`src/rtl/core/atok_pkg.sv`:
```
`default_nettype none
// ----------------------------------------------------------------------------
// atok_pkg
// shared types, codes and character constants of the expression tokeniser
// ----------------------------------------------------------------------------
package atok_pkg;

  localparam int POS_BITS_DEF = 16;
  localparam int TOK_W        = 16;
  localparam int MAX_RES      = 3;
  localparam int CNT_W        = 2;

  typedef enum logic [1:0] {
    MODE_IDLE = 2'd0,
    MODE_INT  = 2'd1,
    MODE_FRAC = 2'd2,
    MODE_ID   = 2'd3
  } mode_t;

  typedef enum logic [3:0] {
    KIND_END     = 4'd0,
    KIND_NUMBER  = 4'd1,
    KIND_IDENT   = 4'd2,
    KIND_PLUS    = 4'd3,
    KIND_MINUS   = 4'd4,
    KIND_STAR    = 4'd5,
    KIND_SLASH   = 4'd6,
    KIND_LPAREN  = 4'd7,
    KIND_RPAREN  = 4'd8,
    KIND_DOLLAR  = 4'd9,
    KIND_EQUAL   = 4'd10,
    KIND_INVALID = 4'd11
  } kind_t;

  localparam logic [7:0] CH_ZERO   = 8'h30;
  localparam logic [7:0] CH_NINE   = 8'h39;
  localparam logic [7:0] CH_LOW_A  = 8'h61;
  localparam logic [7:0] CH_LOW_Z  = 8'h7a;
  localparam logic [7:0] CH_UP_A   = 8'h41;
  localparam logic [7:0] CH_UP_Z   = 8'h5a;
  localparam logic [7:0] CH_USCORE = 8'h5f;
  localparam logic [7:0] CH_DOT    = 8'h2e;
  localparam logic [7:0] CH_SPACE  = 8'h20;
  localparam logic [7:0] CH_PLUS   = 8'h2b;
  localparam logic [7:0] CH_MINUS  = 8'h2d;
  localparam logic [7:0] CH_STAR   = 8'h2a;
  localparam logic [7:0] CH_SLASH  = 8'h2f;
  localparam logic [7:0] CH_LPAREN = 8'h28;
  localparam logic [7:0] CH_RPAREN = 8'h29;
  localparam logic [7:0] CH_DOLLAR = 8'h24;
  localparam logic [7:0] CH_EQUAL  = 8'h3d;

  typedef struct packed {
    kind_t              kind;
    logic [TOK_W-1:0]   start;
    logic [TOK_W-1:0]   length;
  } tok_t;

  typedef struct packed {
    tok_t [MAX_RES-1:0] items;
    logic [CNT_W-1:0]   count;
  } tok_batch_t;

  function automatic kind_t op_kind(input logic [7:0] c);
    kind_t k;
    case (c)
      CH_PLUS:   k = KIND_PLUS;
      CH_MINUS:  k = KIND_MINUS;
      CH_STAR:   k = KIND_STAR;
      CH_SLASH:  k = KIND_SLASH;
      CH_LPAREN: k = KIND_LPAREN;
      CH_RPAREN: k = KIND_RPAREN;
      CH_DOLLAR: k = KIND_DOLLAR;
      CH_EQUAL:  k = KIND_EQUAL;
      default:   k = KIND_INVALID;
    endcase
    return k;
  endfunction

endpackage
`default_nettype wire

```
`src/rtl/core/atok_scan.sv`:
```
`default_nettype none
// ----------------------------------------------------------------------------
// atok_scan
// scan state and per-character classification, builds up to three tokens
// ----------------------------------------------------------------------------
module atok_scan
  import atok_pkg::*;
#(
  parameter int POS_BITS = POS_BITS_DEF
) (
  input  wire logic       clk,
  input  wire logic       rst_n,
  input  wire logic       accept,
  input  wire logic [7:0] char_code,
  input  wire logic       last_char,
  output tok_batch_t      batch
);

  localparam int EXT_W = (POS_BITS > TOK_W) ? POS_BITS : TOK_W;

  mode_t               mode_r, mode_nxt, mode_mid;
  logic [POS_BITS-1:0] begin_r, begin_nxt, begin_mid;
  logic [POS_BITS-1:0] pos_r, pos_nxt, pos_inc;
  logic                char_digit, char_alpha, is_dot, char_space, consumed;
  tok_t [MAX_RES-1:0]  cand;
  logic [MAX_RES-1:0]  cand_vld;
  logic [CNT_W-1:0]    n;

  function automatic logic [TOK_W-1:0] pos16(input logic [POS_BITS-1:0] v);
    logic [EXT_W-1:0] e;
    e = EXT_W'(v);
    return e[TOK_W-1:0];
  endfunction

  always_comb begin
    char_digit = (char_code >= CH_ZERO) && (char_code <= CH_NINE);
    char_alpha = (char_code == CH_USCORE) ||
                 ((char_code >= CH_LOW_A) && (char_code <= CH_LOW_Z)) ||
                 ((char_code >= CH_UP_A) && (char_code <= CH_UP_Z));
    is_dot     = (char_code == CH_DOT);
    char_space = (char_code == CH_SPACE);
    pos_inc    = (pos_r == '1) ? pos_r : pos_r + POS_BITS'(1);
  end

  always_comb begin
    cand     = '0;
    cand_vld = '0;
    consumed = 1'b0;
    mode_mid = mode_r;
    begin_mid = begin_r;

    case (mode_r)
      MODE_INT:  consumed = char_digit || is_dot;
      MODE_FRAC: consumed = char_digit;
      MODE_ID:   consumed = char_digit || char_alpha;
      default:   consumed = 1'b0;
    endcase
    if (mode_r == MODE_INT && is_dot) begin
      mode_mid = MODE_FRAC;
    end

    // pending token closed by this character
    if (!consumed && mode_r != MODE_IDLE) begin
      cand_vld[0]    = 1'b1;
      cand[0].kind   = (mode_r == MODE_ID) ? KIND_IDENT : KIND_NUMBER;
      cand[0].start  = pos16(begin_r);
      cand[0].length = pos16(pos_r - begin_r);
      mode_mid       = MODE_IDLE;
    end

    if (!consumed) begin
      if (char_space) begin
        mode_mid = MODE_IDLE;
      end else if (char_alpha) begin
        mode_mid  = MODE_ID;
        begin_mid = pos_r;
      end else if (char_digit) begin
        mode_mid  = MODE_INT;
        begin_mid = pos_r;
      end else begin
        cand_vld[1]    = 1'b1;
        cand[1].kind   = op_kind(char_code);
        cand[1].start  = pos16(pos_r);
        cand[1].length = TOK_W'(1);
      end
    end

    // flush and end marker on the final character
    if (last_char) begin
      if (mode_mid != MODE_IDLE) begin
        cand_vld[1]    = 1'b1;
        cand[1].kind   = (mode_mid == MODE_ID) ? KIND_IDENT : KIND_NUMBER;
        cand[1].start  = pos16(begin_mid);
        cand[1].length = pos16(pos_inc - begin_mid);
      end
      cand_vld[2]    = 1'b1;
      cand[2].kind   = KIND_END;
      cand[2].start  = pos16(pos_inc);
      cand[2].length = '0;
      mode_nxt       = MODE_IDLE;
      begin_nxt      = '0;
      pos_nxt        = '0;
    end else begin
      mode_nxt  = mode_mid;
      begin_nxt = begin_mid;
      pos_nxt   = pos_inc;
    end
  end

  // pack valid candidates to the front in order
  always_comb begin
    batch.items = '0;
    n = '0;
    for (int i = 0; i < MAX_RES; i++) begin
      if (cand_vld[i]) begin
        batch.items[n] = cand[i];
        n = n + CNT_W'(1);
      end
    end
    batch.count = n;
  end

  always_ff @(posedge clk) begin
    if (!rst_n) begin
      mode_r  <= MODE_IDLE;
      begin_r <= '0;
      pos_r   <= '0;
    end else if (accept) begin
      mode_r  <= mode_nxt;
      begin_r <= begin_nxt;
      pos_r   <= pos_nxt;
    end
  end

  a_last_rewinds: assert property (@(posedge clk) disable iff (!rst_n)
    accept && last_char |=> pos_r == '0 && mode_r == MODE_IDLE && begin_r == '0)
    else $error("state not rewound after final character");

  a_no_frac_from_idle: assert property (@(posedge clk) disable iff (!rst_n)
    accept && mode_r == MODE_IDLE |=> mode_r != MODE_FRAC)
    else $error("fraction mode entered without an integer part");

  a_pos_saturates: assert property (@(posedge clk) disable iff (!rst_n)
    accept && !last_char && pos_r == '1 |=> pos_r == '1)
    else $error("position wrapped past saturation");

endmodule
`default_nettype wire

```
`src/rtl/core/atok_outbuf.sv`:
```
`default_nettype none
// ----------------------------------------------------------------------------
// atok_outbuf
// three-slot buffer takes whole batches, drains one a cycle while out_ready
// ----------------------------------------------------------------------------
module atok_outbuf
  import atok_pkg::*;
(
  input  wire logic       clk,
  input  wire logic       rst_n,
  input  wire logic       load,
  input  wire tok_batch_t batch,
  output logic            can_load,
  output logic            out_valid,
  input  wire logic       out_ready,
  output tok_t            out_tok,
  output logic            out_last
);

  tok_t [MAX_RES-1:0] q_r, q_nxt;
  logic [CNT_W-1:0]   cnt_r, cnt_nxt;
  logic               pop;

  assign out_valid = (cnt_r != '0);
  assign pop       = out_valid && out_ready;
  assign can_load  = (cnt_r == '0) || ((cnt_r == CNT_W'(1)) && out_ready);
  assign out_tok   = q_r[0];
  // it refills only when empty or popping its last entry, which ends its batch
  assign out_last  = (cnt_r == CNT_W'(1));

  always_comb begin
    q_nxt   = q_r;
    cnt_nxt = cnt_r;
    if (load) begin
      q_nxt   = batch.items;
      cnt_nxt = batch.count;
    end else if (pop) begin
      for (int i = 0; i < MAX_RES - 1; i++) begin
        q_nxt[i] = q_r[i+1];
      end
      cnt_nxt = cnt_r - CNT_W'(1);
    end
  end

  always_ff @(posedge clk) begin
    q_r <= q_nxt;
  end

  always_ff @(posedge clk) begin
    if (!rst_n) begin
      cnt_r <= '0;
    end else begin
      cnt_r <= cnt_nxt;
    end
  end

  a_load_when_free: assert property (@(posedge clk) disable iff (!rst_n)
    load |-> cnt_r == '0 || (cnt_r == CNT_W'(1) && pop))
    else $error("batch loaded over undelivered results");

  a_count_bound: assert property (@(posedge clk) disable iff (!rst_n)
    cnt_r <= CNT_W'(MAX_RES))
    else $error("result count beyond buffer depth");

  a_head_holds: assert property (@(posedge clk) disable iff (!rst_n)
    out_valid && !out_ready |=> out_valid && $stable(q_r[0]) && $stable(cnt_r))
    else $error("head result changed while stalled");

endmodule
`default_nettype wire

```
`src/rtl/core/arith_expression_tokenizer.sv`:
```
`default_nettype none
// ----------------------------------------------------------------------------
// arith_expression_tokenizer
// streaming lexer for arithmetic expressions, one character per transfer
// ----------------------------------------------------------------------------
// Characters arrive one per input transfer, with in_last_char marking the
// final character of an expression. The block scans numbers (digits with an
// optional dot and fraction, a trailing dot belonging to the number),
// identifiers (letter or underscore, then letters, digits, underscores), the
// operators + - * / ( ) $ = and flags any character but a space as invalid.
// A number or identifier is reported when the character after it ends it; on
// the final character any pending token is flushed and an end token (length
// zero, start just past the last character) follows, and the scan rewinds to
// position zero. Positions saturate at 2^POS_BITS-1 and are reported in their
// low 16 bits. Each character produces zero to three result transfers, the
// last of which carries out_last_result. A character is taken every cycle as
// long as the results of the previous one fit: the three-slot result buffer
// accepts a new batch when it is empty or delivering its final entry, so a
// character giving at most one token streams at one per cycle while
// out_ready is high; one giving more stalls input until its tokens drain.
// ----------------------------------------------------------------------------
module arith_expression_tokenizer
  import atok_pkg::*;
#(
  parameter int POS_BITS = POS_BITS_DEF
) (
  input  wire logic             clk,
  input  wire logic             rst_n,
  // character input
  input  wire logic             in_valid,
  output logic                  in_ready,
  input  wire logic [7:0]       in_char_code,
  input  wire logic             in_last_char,
  // token output
  output logic                  out_valid,
  input  wire logic             out_ready,
  output logic [3:0]            out_token_kind,
  output logic [TOK_W-1:0]      out_token_start,
  output logic [TOK_W-1:0]      out_token_length,
  output logic                  out_last_result
);

  logic       accept;
  tok_batch_t batch;
  tok_t       head;

  // an input transfer updates the scan state and loads its tokens at once
  assign accept = in_valid && in_ready;

  atok_scan #(
    .POS_BITS (POS_BITS)
  ) u_scan (
    .clk       (clk),
    .rst_n     (rst_n),
    .accept    (accept),
    .char_code (in_char_code),
    .last_char (in_last_char),
    .batch     (batch)
  );

  // result buffer parts the output handshake from the scan
  atok_outbuf u_outbuf (
    .clk       (clk),
    .rst_n     (rst_n),
    .load      (accept),
    .batch     (batch),
    .can_load  (in_ready),
    .out_valid (out_valid),
    .out_ready (out_ready),
    .out_tok   (head),
    .out_last  (out_last_result)
  );

  assign out_token_kind   = head.kind;
  assign out_token_start  = head.start;
  assign out_token_length = head.length;

endmodule
`default_nettype wire
```
`config.mk`:
```
export PLATFORM = sky130hd
export DESIGN_NAME = arith_expression_tokenizer
export DESIGN_NICKNAME = d
export VERILOG_FILES = /design/src/rtl/core/atok_pkg.sv /design/src/rtl/core/atok_scan.sv /design/src/rtl/core/atok_outbuf.sv /design/src/rtl/core/arith_expression_tokenizer.sv
export SDC_FILE = /design/constraint.sdc
export NUM_CORES = 1
export LEC_CHECK = 0
export ABC_AREA = 1
export BUFFER_PORTS_ARGS = -buffer_cell sky130_fd_sc_hd__buf_4
export CAP_MARGIN = 15
export CORE_AREA = 5 5 154 156
export CTS_CLUSTER_SIZE = 30
export DETAILED_ROUTE_END_ITERATION = 10
export DIE_AREA = 0 0 159 161
export GPL_ROUTABILITY_DRIVEN = 0
export SYNTH_ARGS = -nofsm -noshare
export SYNTH_HDL_FRONTEND = slang
export SYNTH_SLANG_ARGS = --single-unit
```
`constraint.sdc`:
```
create_clock -name clk -period 10.1 [get_ports clk]
set_clock_uncertainty 0.2 [all_clocks]
set_input_delay 0.505 -clock clk [delete_from_list [all_inputs] [get_ports clk]]
set_output_delay 0.505 -clock clk [all_outputs]
set_load 0.02 [all_outputs]
```
==> impl_metrics.json <==
{
  "run_status": "finished, final reports clean",
  "postSynthCellCount": 1235,
  "syn-cell-area_um2": 8720,
  "syn_to_final_growth_pct": 10.3,
  "post_cts_resized": 0,
  "power.static_leakage_nw": 4.32,
  "detail_route.vias_per_cell": 5.22,
  "die_h_um": 161,
  "numClockSinks": 124,
  "cellPowerDensity_nw_per_um2": 221,
  "antenna_cells_inserted": 0,
  "routed_wire_length_per_instance_um": 15.9,
  "setup_repair_after_global_routing_missed_its_margin": "no",
  "clk_latency_ps": 430,
  "initial_antenna_violation_count": 0,
  "synth_edf_count": 88,
  "grtUsageMet2": 0.323,
  "pin_count": 52,
  "grtUsageTotal": 0.187,
  "hpwlAfterDp_mm": 17.3,
  "drt_iter0_drc": 592,
  "final_hold_viol_count": 0,
  "cts_htree_levels": 4,
  "finalNetCount": 1287,
  "period_needed_ps": 4370,
  "fin_worst_hold_slack_ps": 152,
  "drtPass1Iterations": 5,
  "synth_area_leader_cell": "sky130_fd_sc_hd__edfxtp_1",
  "grt_remaining_overflow": 0,
  "placement.io_buffers": 51,
  "cell_row_count": 55,
  "synthArstFlopShare": 0,
  "global_route.usage.met3": 0.0342,
  "maxCapViolations": 0,
  "tightest_pin_transition_ps": 1030,
  "cp.required_ps": 10190,
  "timing_max_transition_violations_final": 0,
  "synth_seq_area_share": 0.386,
  "postSynthNetCount": 1286,
  "first_global_vias": 7568,
  "post_synthesis_register_bit_count": 124,
  "numCtsBuffers": 17,
  "yosys_warnings": 0,
  "clock_tree_from_tritoncts": "yes",
  "critPathLaunchType": "input pin",
  "fin_setup_tns_ps": 0,
  "grt_use_met1": 0.238,
  "ant_nets": 0,
  "min_period_over_period": 0.432,
  "slew_headroom": 0.312,
  "clock-root-buffer": "sky130_fd_sc_hd__clkbuf_16",
  "route.vias.total": 8008,
  "report.final.setup_viol": 0,
  "grt-busiest-layer": "met2",
  "die_area_um2": 25600,
  "synth_largest_type_area_fraction": 0.303,
  "core_occupancy_in_the_finished_layout": 0.433,
  "max-clock-path-buffers": 2,
  "post_cts.repair.setup_buffers": 0,
  "start_util": 0.392,
  "critical_path_arrival_ps": 4460,
  "global_route_wire_length_before_repair_mm": 39.2,
  "worstSetupPathType": "input pin to flip-flop",
  "layout-drive-gt1-share": 0.0945,
  "fp.dieW_um": 159,
  "drt_wl_total_mm": 24.5,
  "postSynthAreaPerCell_um2": 7.06,
  "ys_types": 46,
  "timing.hold.worst.class": "input pin to flip-flop",
  "ys_top_cells_by_area": "sky130_fd_sc_hd__edfxtp_1 (30%), sky130_fd_sc_hd__nand2_1 (18%), sky130_fd_sc_hd__dfxtp_1 (8.3%), sky130_fd_sc_hd__a21oi_1 (7.0%), sky130_fd_sc_hd__inv_1 (5.9%)",
  "critical_path.max_fanout": 20,
  "dominantRegCellSynth": "sky130_fd_sc_hd__edfxtp_1",
  "cp-end-kind": "flip-flop",
  "clkTransAtPathRegs_ps": 50,
  "vdd.ir_drop.worst_mv": 0.147,
  "timing.fmax_mhz": 229,
  "ctsHoldBuffers": 0,
  "drcViolationCount": 0,
  "largest_net_degree_at_the_start_of_global_routing": 82,
  "core_region_area_um2": 22200
}
## synthesized netlist by cell type, types with 11 or more instances
cell,count
sky130_fd_sc_hd__nor3_1,12
sky130_fd_sc_hd__nand3_1,48
sky130_fd_sc_hd__clkbuf_1,29
sky130_fd_sc_hd__xor2_1,11
sky130_fd_sc_hd__edfxtp_1,88
sky130_fd_sc_hd__nor2_1,101
sky130_fd_sc_hd__o21a_1,11
sky130_fd_sc_hd__inv_1,137
sky130_fd_sc_hd__dfxtp_1,36
sky130_fd_sc_hd__buf_4,39
sky130_fd_sc_hd__nand2_1,416
sky130_fd_sc_hd__o21ai_0,55
sky130_fd_sc_hd__ha_1,36
sky130_fd_sc_hd__a21oi_1,122
## cells in the final DEF, fill, tap and decap left out, types with 4 or more instances in the layout
master	count
sky130_fd_sc_hd__nand2_1	414
sky130_fd_sc_hd__inv_1	137
sky130_fd_sc_hd__a21oi_1	122
sky130_fd_sc_hd__nor2_1	100
sky130_fd_sc_hd__edfxtp_1	88
sky130_fd_sc_hd__buf_4	59
sky130_fd_sc_hd__o21ai_0	55
sky130_fd_sc_hd__nand3_1	48
sky130_fd_sc_hd__ha_1	36
sky130_fd_sc_hd__dfxtp_1	36
sky130_fd_sc_hd__clkbuf_16	17
sky130_fd_sc_hd__nor3_1	12
sky130_fd_sc_hd__xor2_1	11
sky130_fd_sc_hd__o21a_1	11
sky130_fd_sc_hd__nand4_1	9
sky130_fd_sc_hd__o21ai_1	8
sky130_fd_sc_hd__or2_2	8
sky130_fd_sc_hd__a21o_1	5
sky130_fd_sc_hd__nand3_2	4
sky130_fd_sc_hd__a22o_1	4
sky130_fd_sc_hd__clkinv_2	4
sky130_fd_sc_hd__clkinvlp_4	4
## power breakdown
group          internal, W  switching (W)
clock             0.000325       0.000235
combinational     0.000236       0.000507
sequential        0.000780      0.0000464
total              0.00134       0.000788
## cell families (layout without fill, tap and decap cells)
family	after synthesis	in the layout	share of synthesized area
flops	124	124	0.386
fa+ha+maj	38	38	0.0562
xor+xnor	14	14	0.0141
buf+inv	220	234	0.115
simple gates	612	612	0.286
compound gates	227	227	0.143
## per-layer routing
metal | share of wire | up-vias | wire length (um)
met5 | 0 | - | 0
met4 | 0.022 | 0 | 550
met3 | 0.047 | 43 | 1140
met2 | 0.48 | 209 | 11800
met1 | 0.45 | 3766 | 10900
li1 | - | 3990 | -
## path summary, 6_finish.rpt
path,start,end,slack [ps],cells after the start
max reg2reg,u_scan.mode_r[1]$_SDFFE_PN0P_,u_outbuf.out_tok[5]$_DFFE_PP_,5770,20
min reg2reg,u_scan.mode_r[1]$_SDFFE_PN0P_,u_scan.mode_r[1]$_SDFFE_PN0P_,290,2
max,in_char_code[0],u_outbuf.out_tok[5]$_DFFE_PP_,5730,22
min,rst_n,u_outbuf.cnt_r[0]$_SDFFE_PN0P_,150,3
## final cells by class
| cell class | instances | area (um^2) |
|---|---|---|
| fill | 2290 | 12600 |
| multi-input combinational | 891 | 4380 |
| sequential | 124 | 3360 |
| inverter | 142 | 533 |
| clock buffer | 22 | 464 |
| timing repair buffer | 60 | 463 |
| tap | 285 | 357 |
| clock inverter | 10 | 67.6 |
## critical path: stages
cell,delay (ps)
sky130_fd_sc_hd__buf_4,120
sky130_fd_sc_hd__inv_1,90
sky130_fd_sc_hd__nor2_1,70
sky130_fd_sc_hd__nand2_1,100
sky130_fd_sc_hd__nand3_2,90
sky130_fd_sc_hd__nand3_1,130
sky130_fd_sc_hd__nand3_2,160
sky130_fd_sc_hd__inv_2,110
sky130_fd_sc_hd__nand2_1,170
sky130_fd_sc_hd__nor2_2,770
sky130_fd_sc_hd__nor2_2,200
sky130_fd_sc_hd__ha_1,250
sky130_fd_sc_hd__nand2_1,60
sky130_fd_sc_hd__clkinv_1,60
sky130_fd_sc_hd__buf_4,210
sky130_fd_sc_hd__nor2_1,130
sky130_fd_sc_hd__buf_4,230
sky130_fd_sc_hd__inv_1,380
sky130_fd_sc_hd__a21oi_1,230
sky130_fd_sc_hd__o21ai_0,100
sky130_fd_sc_hd__a22o_1,230
sky130_fd_sc_hd__nand2_1,60
## stage by stage
| stage | total power (W) | area, um^2 | instances | setup slack [ps] |
|---|---|---|---|---|
| 2_1_floorplan | 0.00142 | 8720 | 1235 | 6530 |
| 3_3_place_gp | 0.00158 | 9070 | 1501 | 5400 |
| 3_5_place_dp | 0.00159 | 9070 | 1501 | 5310 |
| 4_1_cts | 0.00215 | 9600 | 1533 | 5730 |
| 5_1_grt | 0.00226 | 9620 | 1534 | 5290 |
| 6_report | 0.00213 | 9620 | 1534 | 5730 |
## sequential cells by signal, summed over array words and instances, names as in the netlist
| register | count |
|---|---|
| u_outbuf.q_r | 52 |
| u_scan.pos_r | 16 |
| u_outbuf.cnt_r | 2 |
| u_scan.begin_r | 16 |
| u_scan.mode_r | 2 |
| u_outbuf.out_tok | 36 |
No activity file was read; power rests on OpenSTA's default activity.
